[src/rtl/core/psd_pkg.sv]
`timescale 1ns / 1ps
`default_nettype none
// ----------------------------------------------------------------------------
// psd_pkg
// Shared types and constants of the packed image stream decoder.
// ----------------------------------------------------------------------------
package psd_pkg;

	localparam int DIM_BITS = 16;

	typedef enum logic [1:0] {
		KIND_PIXEL  = 2'd0,
		KIND_HDR_OK = 2'd1,
		KIND_HDR_BAD = 2'd2
	} kind_t;

	typedef enum logic [2:0] {
		ERR_NONE  = 3'd0,
		ERR_TYPE  = 3'd1,
		ERR_RED   = 3'd2,
		ERR_GREEN = 3'd3,
		ERR_BLUE  = 3'd4,
		ERR_SIZE  = 3'd5
	} err_t;

	typedef struct packed {
		kind_t       kind;
		err_t        error_code;
		logic [15:0] red;
		logic [15:0] green;
		logic [15:0] blue;
		logic [15:0] column;
		logic [15:0] row;
		logic        is_color;
		logic        last_in_byte;
		logic        last_of_image;
	} result_t;

	// results produced by one byte, in order
	typedef struct packed {
		logic [1:0] n;
		result_t    r0;
		result_t    r1;
	} push_t;

endpackage
`default_nettype wire

[src/rtl/core/psd_core.sv]
`timescale 1ns / 1ps
`default_nettype none
// ----------------------------------------------------------------------------
// psd_core
// Header parser and nibble unpacker; computes the results of one byte and
// updates the decoder state when the byte is consumed.
// ----------------------------------------------------------------------------
module psd_core import psd_pkg::*; (
	input  wire logic       clk,
	input  wire logic       arst_n,
	input  wire logic       fire,
	input  wire logic [7:0] byte_s1,
	output push_t           push
);

	localparam logic [3:0] PH_TYPE   = 4'd0;
	localparam logic [3:0] PH_RED    = 4'd1;
	localparam logic [3:0] PH_GREEN  = 4'd2;
	localparam logic [3:0] PH_BLUE   = 4'd3;
	localparam logic [3:0] PH_WLAST  = 4'd7;
	localparam logic [3:0] PH_HLAST  = 4'd11;
	localparam logic [3:0] PH_PIXEL  = 4'd12;

	localparam logic [1:0] CH_RED    = 2'd0;
	localparam logic [1:0] CH_GREEN  = 2'd1;
	localparam logic [1:0] CH_BLUE   = 2'd2;

	localparam logic [2:0] WCODE_BAD = 3'd4;

	localparam logic [7:0] TYPE_COLOR = 8'hFF;
	localparam logic [7:0] TYPE_GREY  = 8'h00;

	localparam logic [31:0] DIM_MAX = 32'((64'd1 << DIM_BITS) - 64'd1);

	typedef struct packed {
		logic [15:0]         acc;
		logic [1:0]          held;
		logic [1:0]          chan;
		logic [15:0]         hred;
		logic [15:0]         hgreen;
		logic [DIM_BITS-1:0] col;
		logic [DIM_BITS-1:0] row;
		logic                active;
	} pix_t;

	typedef struct packed {
		pix_t    st;
		logic    emit;
		result_t res;
	} step_t;

	logic [3:0]          phase_q, phase_n;
	logic                color_q, color_n;
	logic [1:0]          rcode_q, rcode_n;
	logic [1:0]          gcode_q, gcode_n;
	logic [1:0]          bcode_q, bcode_n;
	logic [31:0]         size_q, size_n;
	logic [DIM_BITS-1:0] width_q, width_n;
	logic [DIM_BITS-1:0] height_q, height_n;
	pix_t                pix_q, pix_n;

	logic [31:0] sv_next;
	logic        sv_ok;
	logic [2:0]  wcode;
	pix_t        pix_in;
	step_t       p0, p1;

	function automatic logic [2:0] width_code(input logic [7:0] b);
		logic [2:0] c;
		unique case (b)
			8'd4:    c = 3'd0;
			8'd8:    c = 3'd1;
			8'd12:   c = 3'd2;
			8'd16:   c = 3'd3;
			default: c = WCODE_BAD;
		endcase
		return c;
	endfunction

	function automatic logic [15:0] scale16(input logic [15:0] v, input logic [1:0] code);
		logic [15:0] s;
		unique case (code)
			2'd0:    s = {v[3:0], v[3:0], v[3:0], v[3:0]};
			2'd1:    s = {v[7:0], v[7:0]};
			2'd2:    s = {v[11:0], 4'h0};
			default: s = v;
		endcase
		return s;
	endfunction

	function automatic step_t nib_step(input pix_t s, input logic [3:0] nib,
			input logic color, input logic [1:0] cr, input logic [1:0] cg,
			input logic [1:0] cb, input logic [DIM_BITS-1:0] w,
			input logic [DIM_BITS-1:0] h);
		step_t         o;
		logic [1:0]    code;
		logic [15:0]   acc;
		logic [15:0]   value;
		logic          col_wrap;
		logic          row_wrap;
		logic          last;
		o = '0;
		o.st = s;
		if (!color || s.chan == CH_RED) begin
			code = cr;
		end else if (s.chan == CH_GREEN) begin
			code = cg;
		end else begin
			code = cb;
		end
		acc = {s.acc[11:0], nib};
		value = scale16(acc, code);
		col_wrap = ({1'b0, s.col} + (DIM_BITS + 1)'(1)) >= {1'b0, w};
		row_wrap = ({1'b0, s.row} + (DIM_BITS + 1)'(1)) >= {1'b0, h};
		last = col_wrap && row_wrap;
		if (s.active) begin
			if (s.held < code) begin
				o.st.acc = acc;
				o.st.held = s.held + 2'd1;
			end else begin
				o.st.acc = '0;
				o.st.held = '0;
				if (color && s.chan == CH_RED) begin
					o.st.hred = value;
					o.st.chan = CH_GREEN;
				end else if (color && s.chan == CH_GREEN) begin
					o.st.hgreen = value;
					o.st.chan = CH_BLUE;
				end else begin
					o.emit = 1'b1;
					o.res.kind = KIND_PIXEL;
					o.res.error_code = ERR_NONE;
					o.res.red = color ? s.hred : value;
					o.res.green = color ? s.hgreen : value;
					o.res.blue = value;
					o.res.column = 16'(s.col);
					o.res.row = 16'(s.row);
					o.res.is_color = color;
					o.res.last_of_image = last;
					o.st.chan = CH_RED;
					if (last) begin
						o.st.active = 1'b0;
						o.st.col = '0;
						o.st.row = '0;
					end else if (col_wrap) begin
						o.st.col = '0;
						o.st.row = s.row + DIM_BITS'(1);
					end else begin
						o.st.col = s.col + DIM_BITS'(1);
					end
				end
			end
		end
		return o;
	endfunction

	always_comb begin
		sv_next = {size_q[23:0], byte_s1};
		sv_ok = (sv_next != 32'd0) && (sv_next <= DIM_MAX);
		wcode = width_code(byte_s1);
		pix_in = pix_q;
		pix_in.active = (phase_q == PH_PIXEL);
		p0 = nib_step(pix_in, byte_s1[7:4], color_q, rcode_q, gcode_q, bcode_q,
			width_q, height_q);
		p1 = nib_step(p0.st, byte_s1[3:0], color_q, rcode_q, gcode_q, bcode_q,
			width_q, height_q);
	end

	always_comb begin
		phase_n = phase_q;
		color_n = color_q;
		rcode_n = rcode_q;
		gcode_n = gcode_q;
		bcode_n = bcode_q;
		size_n = size_q;
		width_n = width_q;
		height_n = height_q;
		pix_n = pix_q;
		push = '0;
		priority if (phase_q == PH_TYPE) begin
			if (byte_s1 == TYPE_COLOR) begin
				color_n = 1'b1;
				phase_n = PH_RED;
			end else if (byte_s1 == TYPE_GREY) begin
				color_n = 1'b0;
				phase_n = PH_RED;
			end else begin
				push.n = 2'd1;
				push.r0.kind = KIND_HDR_BAD;
				push.r0.error_code = ERR_TYPE;
				push.r0.last_in_byte = 1'b1;
			end
		end else if (phase_q <= PH_BLUE) begin
			if (wcode == WCODE_BAD) begin
				phase_n = PH_TYPE;
				push.n = 2'd1;
				push.r0.kind = KIND_HDR_BAD;
				push.r0.last_in_byte = 1'b1;
				unique case (phase_q)
					PH_RED:   push.r0.error_code = ERR_RED;
					PH_GREEN: push.r0.error_code = ERR_GREEN;
					default:  push.r0.error_code = ERR_BLUE;
				endcase
			end else begin
				unique case (phase_q)
					PH_RED:   rcode_n = wcode[1:0];
					PH_GREEN: gcode_n = wcode[1:0];
					default:  bcode_n = wcode[1:0];
				endcase
				phase_n = phase_q + 4'd1;
			end
		end else if (phase_q < PH_PIXEL) begin
			size_n = sv_next;
			if (phase_q == PH_WLAST) begin
				width_n = sv_ok ? sv_next[DIM_BITS-1:0] : '0;
				phase_n = phase_q + 4'd1;
			end else if (phase_q == PH_HLAST) begin
				push.n = 2'd1;
				push.r0.last_in_byte = 1'b1;
				if (width_q == '0 || !sv_ok) begin
					phase_n = PH_TYPE;
					push.r0.kind = KIND_HDR_BAD;
					push.r0.error_code = ERR_SIZE;
				end else begin
					height_n = sv_next[DIM_BITS-1:0];
					pix_n = '0;
					phase_n = PH_PIXEL;
					push.r0.kind = KIND_HDR_OK;
					push.r0.is_color = color_q;
				end
			end else begin
				phase_n = phase_q + 4'd1;
			end
		end else begin
			pix_n = p1.st;
			if (phase_q == PH_PIXEL && !p1.st.active) begin
				phase_n = PH_TYPE;
			end
			if (p0.emit && p1.emit) begin
				push.n = 2'd2;
				push.r0 = p0.res;
				push.r1 = p1.res;
				push.r1.last_in_byte = 1'b1;
			end else if (p0.emit) begin
				push.n = 2'd1;
				push.r0 = p0.res;
				push.r0.last_in_byte = 1'b1;
			end else if (p1.emit) begin
				push.n = 2'd1;
				push.r0 = p1.res;
				push.r0.last_in_byte = 1'b1;
			end
		end
	end

	always_ff @(posedge clk or negedge arst_n) begin
		if (!arst_n) begin
			phase_q <= PH_TYPE;
			color_q <= 1'b0;
			rcode_q <= '0;
			gcode_q <= '0;
			bcode_q <= '0;
			size_q <= '0;
			width_q <= '0;
			height_q <= '0;
			pix_q <= '0;
		end else if (fire) begin
			phase_q <= phase_n;
			color_q <= color_n;
			rcode_q <= rcode_n;
			gcode_q <= gcode_n;
			bcode_q <= bcode_n;
			size_q <= size_n;
			width_q <= width_n;
			height_q <= height_n;
			pix_q <= pix_n;
		end
	end

endmodule
`default_nettype wire

[src/rtl/core/psd_obuf.sv]
`timescale 1ns / 1ps
`default_nettype none
// ----------------------------------------------------------------------------
// psd_obuf
// Two-entry result buffer; takes up to two results per cycle and presents
// one per transfer on the output channel.
// ----------------------------------------------------------------------------
module psd_obuf import psd_pkg::*; (
	input  wire logic  clk,
	input  wire logic  arst_n,
	input  wire logic  fire,
	input  wire push_t push,
	input  wire logic  out_ready,
	output logic       out_valid,
	output result_t    head,
	output logic [1:0] room
);

	result_t    slot0_q, slot1_q;
	logic [1:0] cnt_q;
	logic       pop;
	logic [1:0] rem;
	logic [1:0] add;

	assign out_valid = (cnt_q != 2'd0);
	assign head = slot0_q;
	assign pop = out_valid && out_ready;
	assign rem = cnt_q - {1'b0, pop};
	assign room = 2'd2 - rem;
	assign add = fire ? push.n : 2'd0;

	always_ff @(posedge clk or negedge arst_n) begin
		if (!arst_n) begin
			cnt_q <= 2'd0;
		end else begin
			cnt_q <= rem + add;
		end
	end

	always_ff @(posedge clk) begin
		if (rem == 2'd0) begin
			slot0_q <= push.r0;
			slot1_q <= push.r1;
		end else if (rem == 2'd1) begin
			slot0_q <= pop ? slot1_q : slot0_q;
			slot1_q <= push.r0;
		end
	end

endmodule
`default_nettype wire

[src/rtl/core/packed_image_stream_decoder.sv]
`timescale 1ns / 1ps
`default_nettype none
// ----------------------------------------------------------------------------
// packed_image_stream_decoder
// Parses a 12-byte image header and unpacks nibble-packed pixels.
// ----------------------------------------------------------------------------
// One byte is taken per cycle while the result buffer has room; a result
// passes through the input register and the result buffer before it is
// presented. Each byte is decoded combinationally between the input
// register and a two-entry result buffer. Output is one result per cycle
// while out_ready is high, so a byte yielding two results (two 4-bit grey
// pixels) holds the input until the buffer has room for both.
// ----------------------------------------------------------------------------
module packed_image_stream_decoder import psd_pkg::*; (
	input  wire logic        clk,
	input  wire logic        arst_n,
	input  wire logic        in_valid,
	output logic             in_ready,
	input  wire logic [7:0]  data_byte,
	output logic             out_valid,
	input  wire logic        out_ready,
	output logic [1:0]       kind,
	output logic [2:0]       error_code,
	output logic [15:0]      red,
	output logic [15:0]      green,
	output logic [15:0]      blue,
	output logic [15:0]      column,
	output logic [15:0]      row,
	output logic             is_color,
	output logic             last_in_byte,
	output logic             last_of_image
);

	logic       valid_s1;
	logic [7:0] byte_s1;
	logic       fire;
	logic [1:0] room;
	push_t      push;
	result_t    head;

	assign fire = valid_s1 && (push.n <= room);
	assign in_ready = !valid_s1 || fire;

	always_ff @(posedge clk or negedge arst_n) begin
		if (!arst_n) begin
			valid_s1 <= 1'b0;
		end else if (in_valid && in_ready) begin
			valid_s1 <= 1'b1;
		end else if (fire) begin
			valid_s1 <= 1'b0;
		end
	end

	always_ff @(posedge clk) begin
		if (in_valid && in_ready) begin
			byte_s1 <= data_byte;
		end
	end

	psd_core u_core (
		.clk     (clk),
		.arst_n  (arst_n),
		.fire    (fire),
		.byte_s1 (byte_s1),
		.push    (push)
	);

	psd_obuf u_obuf (
		.clk       (clk),
		.arst_n    (arst_n),
		.fire      (fire),
		.push      (push),
		.out_ready (out_ready),
		.out_valid (out_valid),
		.head      (head),
		.room      (room)
	);

	assign kind = head.kind;
	assign error_code = head.error_code;
	assign red = head.red;
	assign green = head.green;
	assign blue = head.blue;
	assign column = head.column;
	assign row = head.row;
	assign is_color = head.is_color;
	assign last_in_byte = head.last_in_byte;
	assign last_of_image = head.last_of_image;

endmodule
`default_nettype wire

[config.mk]
export PLATFORM = sky130hd
export DESIGN_NAME = packed_image_stream_decoder
export DESIGN_NICKNAME = d
export VERILOG_FILES = /design/src/rtl/core/psd_pkg.sv /design/src/rtl/core/psd_core.sv /design/src/rtl/core/psd_obuf.sv /design/src/rtl/core/packed_image_stream_decoder.sv
export SDC_FILE = /design/constraint.sdc
export NUM_CORES = 1
export LEC_CHECK = 0
export BUFFER_PORTS_ARGS = -buffer_cell sky130_fd_sc_hd__buf_2
export CORE_MARGIN = 2
export CORE_UTILIZATION = 60
export CTS_CLUSTER_SIZE = 10
export DETAILED_ROUTE_END_ITERATION = 8
export GPL_TIMING_DRIVEN = 0
export PLACE_DENSITY = 0.75
export SYNTH_ARGS = -nofsm -noshare
export SYNTH_HDL_FRONTEND = slang
export SYNTH_SLANG_ARGS = --single-unit
[constraint.sdc]
create_clock -name clk -period 7.9 [get_ports clk]
set_input_delay 1.185 -clock clk [delete_from_list [all_inputs] [get_ports clk]]
set_output_delay 1.185 -clock clk [all_outputs]
set_load 0.01 [all_outputs]
==> flow_metrics.py <==
metrics = {
    "routing": {
        "vias": 20222,
        "drt-total-wl_um": 79900,
        "drtIter0Drc": 3298,
        "drt-pass1-iter-count": 9,
        "drt_drc_violations_left": 0,
        "routedWlPerCell_um": 27.6,
        "ant_nets": 0,
        "vias_per_cell": 6.97,
    },
    "placement": {
        "dp_hpwl_um": 57600,
        "placed_cell_area_um2": 22300,
        "port-buffer-count": 101,
        "gp_congestion": 1.02,
    },
    "yosys": {
        "synth_flop_cell": "edfxtp_1",
        "avgSynthCellArea_um2": 9.38,
        "synth_xor_area_frac": 0.0257,
        "synth_cells": 2247,
        "yosys.area_share.adder": 0.0481,
        "syn_nets": 2340,
        "synth.area.top_cells": "edfxtp_1 26%, dfrtp_1 18%, ha_1 4.8%, o21ai_0 4.1%, a21oi_1 4.1%",
        "synth.yosys.seq_area_share": 0.440,
        "synthArstFlopShare": 0.449,
        "yosys.area_share.simple": 0.165,
        "yosysTopAreaCell": "edfxtp_1",
        "synth_edf_count": 184,
        "netlist_area_um2": 21100,
        "synth_compound_area_frac": 0.229,
        "yosys_register_bits": 334,
        "netlist.area_leader.share": 0.262,
        "synth.mux.area_fraction": 0.0405,
        "yosysUniqueCellTypes": 107,
        "synth_top_family_by_area": "compound AO/OA/AOI/OAI gates",
        "synth_warnings": 0,
    },
    "clocking": {
        "cts.clk_slew.worst_paths_ps": 60,
        "h-tree-depth": 2,
        "cts_root_buffer": "clkbuf_16",
        "cts_sinks": 334,
        "insertion_delay_ps": 580,
        "cts_buffer_depth": 3,
        "cts_tree": "done",
        "postCtsHoldBufs": 0,
        "cts_made_buffers": 40,
    },
    "grt": {
        "first_global_vias": 18998,
        "grt_pass1_wl_um": 119000,
        "antenna_found_initial": 0,
        "grt-ovfl-total": 0,
        "grtUsageTotal": 0.440,
        "grt_max_degree": 83,
    },
    "layout": {
        "seqCellArea_um2": 9280,
        "most-common-layout-cells": "207 x nor2_1, 206 x nand2_1, 184 x edfxtp_1",
        "fillers": 2693,
        "finalInstanceArea_um2": 23900,
        "drive_above_1_share": 0.153,
        "post-route-util": 0.692,
        "final_nets": 2509,
        "layout_commonest_cell": "nor2_1",
        "multiInputGateArea_um2": 10900,
        "antenna_cells": 0,
        "synthToLayoutAreaGrowth_pct": 13.4,
    },
    "sta": {
        "finClkSkew_ps": 18.8,
        "maxSlewViolCount": 0,
        "setup_viol": 0,
        "report.final.hold_viol_count": 0,
        "slew_headroom": 0.205,
        "finalCriticalPeriod_ps": 7710,
        "finalCritPeriodShare": 0.977,
        "tightest_slew_ps": 1190,
        "fmax_mhz": 130,
    },
    "status": {
        "run_status": "finished clean",
    },
    "critical_path": {
        "cp_common_cell": "ha_1",
        "startpoint_type": "register",
        "cp_slowest_cell": "a222oi_1",
        "worst_path_largest_cell_delay_ps": 420,
        "path_max_fanout": 10,
        "end_kind": "output pin",
        "critPathKind": "reg -> out",
        "required_ps": 6710,
        "worstPathArrival_ps": 6530,
    },
    "pwr": {
        "vdd_drop_max_mv": 0.493,
        "power.density_nw_per_um2": 322,
        "p_leak_nw": 9.86,
        "total_power_mw": 7.70,
    },
    "die": {
        "die-area_um2": 36700,
        "start_util": 0.610,
        "io_pins": 102,
        "die_height_um": 191,
        "rows": 68,
        "die_w_um": 191,
        "core-area_um2": 34500,
    },
    "hold_path": {
        "hold_class": "reg -> reg",
    },
    "flow_run": {
        "maxCapViolCount": 0,
    },
}
-- where the power goes --
group | switching [mW] | leakage [nW] | internal, mW
clock network | 0.753 | 0.572 | 0.979
registers | 0.132 | 3.82 | 2.72
logic | 2.40 | 5.47 | 0.722
-- routing by layer --
| metal | routed length [um] | GRT usage |
|---|---|---|
| met1 | 30800 | 0.609 |
| met2 | 33700 | 0.637 |
| met3 | 11300 | 0.125 |
| met4 | 4130 | 0.205 |
| met5 | 0 | 0 |
-- Yosys cell counts (11+ instances only) --
| cell type | n |
|---|---|
| nor2_1 | 213 |
| nand2_1 | 209 |
| edfxtp_1 | 184 |
| o21ai_0 | 172 |
| a21oi_1 | 171 |
| dfrtp_1 | 150 |
| clkbuf_1 | 111 |
| inv_1 | 88 |
| ha_1 | 81 |
| nand3_1 | 80 |
| a22o_1 | 75 |
| mux2i_1 | 40 |
| mux2_2 | 39 |
| xnor2_1 | 39 |
| o22ai_1 | 33 |
| buf_2 | 29 |
| a31oi_1 | 28 |
| nand4_1 | 26 |
| and2_1 | 25 |
| a22oi_1 | 24 |
| nor4_1 | 23 |
| nor3_1 | 22 |
| a21o_1 | 21 |
| xor2_1 | 21 |
| o21a_1 | 18 |
| nand2b_1 | 14 |
| nor2b_1 | 14 |
| o31ai_1 | 14 |
| a221o_1 | 13 |
| and3_1 | 13 |
| o22a_1 | 13 |
| a211oi_1 | 12 |
| a32o_1 | 11 |
-- worst max-delay path: cells and delay by family, from the launching register on --
kind / cells / cell delay [ps]
buffers and inverters: 10 / 1720
AOI/OAI and AO/OA: 9 / 1640
DFF: 1 / 360
adders and majority gates: 4 / 1040
and+or+nand+nor: 6 / 1140
-- state kept, by name, indices dropped and copies added, names as in the netlist, 4 cells and up --
register,count
u_obuf.head,88
u_obuf.slot1_q,88
u_core.pix_in,80
u_core.size_q,24
u_core.height_q,16
u_core.width_q,16
byte_s1,8
u_core.phase_q,4
-- layout make-up --
class | count | share of cell area
plain buffers | 163 | 0.0348
clock buffers | 66 | 0.0472
clock inverters | 6 | 0.00246
inverters | 92 | 0.0148
multi-input cells | 1657 | 0.456
flip-flops and latches | 334 | 0.388
well taps | 455 | 0.0238
repair buffers | 128 | 0.0325
-- cell families (layout without fill, tap and decap cells) --
kind of cell	after synthesis	after routing
compound gates	720	720
simple gates	715	715
flops	334	334
buf+inv	256	455
fa+ha+maj	81	81
mux	80	80
xor+xnor	61	61
-- metrics by stage --
step | hold WS (ps) | setup TNS, ps | std cells | setup slack (ps)
global placement | 488 | -365560 | 2803 | -3010
global route | 534 | -30.9 | 2901 | -19.7
detailed placement | 500 | -398860 | 2806 | -3130
floorplan | 467 | 0 | 2247 | 669
CTS | 512 | 0 | 2884 | 15.2
finish | 515 | 0 | 2901 | 185
-- worst paths after layout --
path	from	end	slack, ps	depth (start not counted)
min in group asynchronous	arst_n	u_core.pix_in[9]$_DFFE_PN0P_	580	1
max in group asynchronous	arst_n	u_core.pix_in[44]$_DFFE_PN0P_	6420	2
min reg2reg	u_core.pix_in[46]$_DFFE_PN0P_	u_core.pix_in[46]$_DFFE_PN0P_	510	2
max	u_core.color_q$_DFFE_PN0P_	in_ready	190	29
min	u_core.pix_in[46]$_DFFE_PN0P_	u_core.pix_in[46]$_DFFE_PN0P_	510	2
max reg2reg	u_core.color_q$_DFFE_PN0P_	u_core.pix_in[26]$_DFFE_PN0P_	200	33
-- repair_timing --
action | 4_1_cts | 5_1_grt
resized for setup | 67 | 32
pin swaps | 7 | 7
endpoints found under the setup margin | 291 | 116
setup buffers | 6 | 18
cloned | 0 | 0
(Power assumes the default switching activity.)
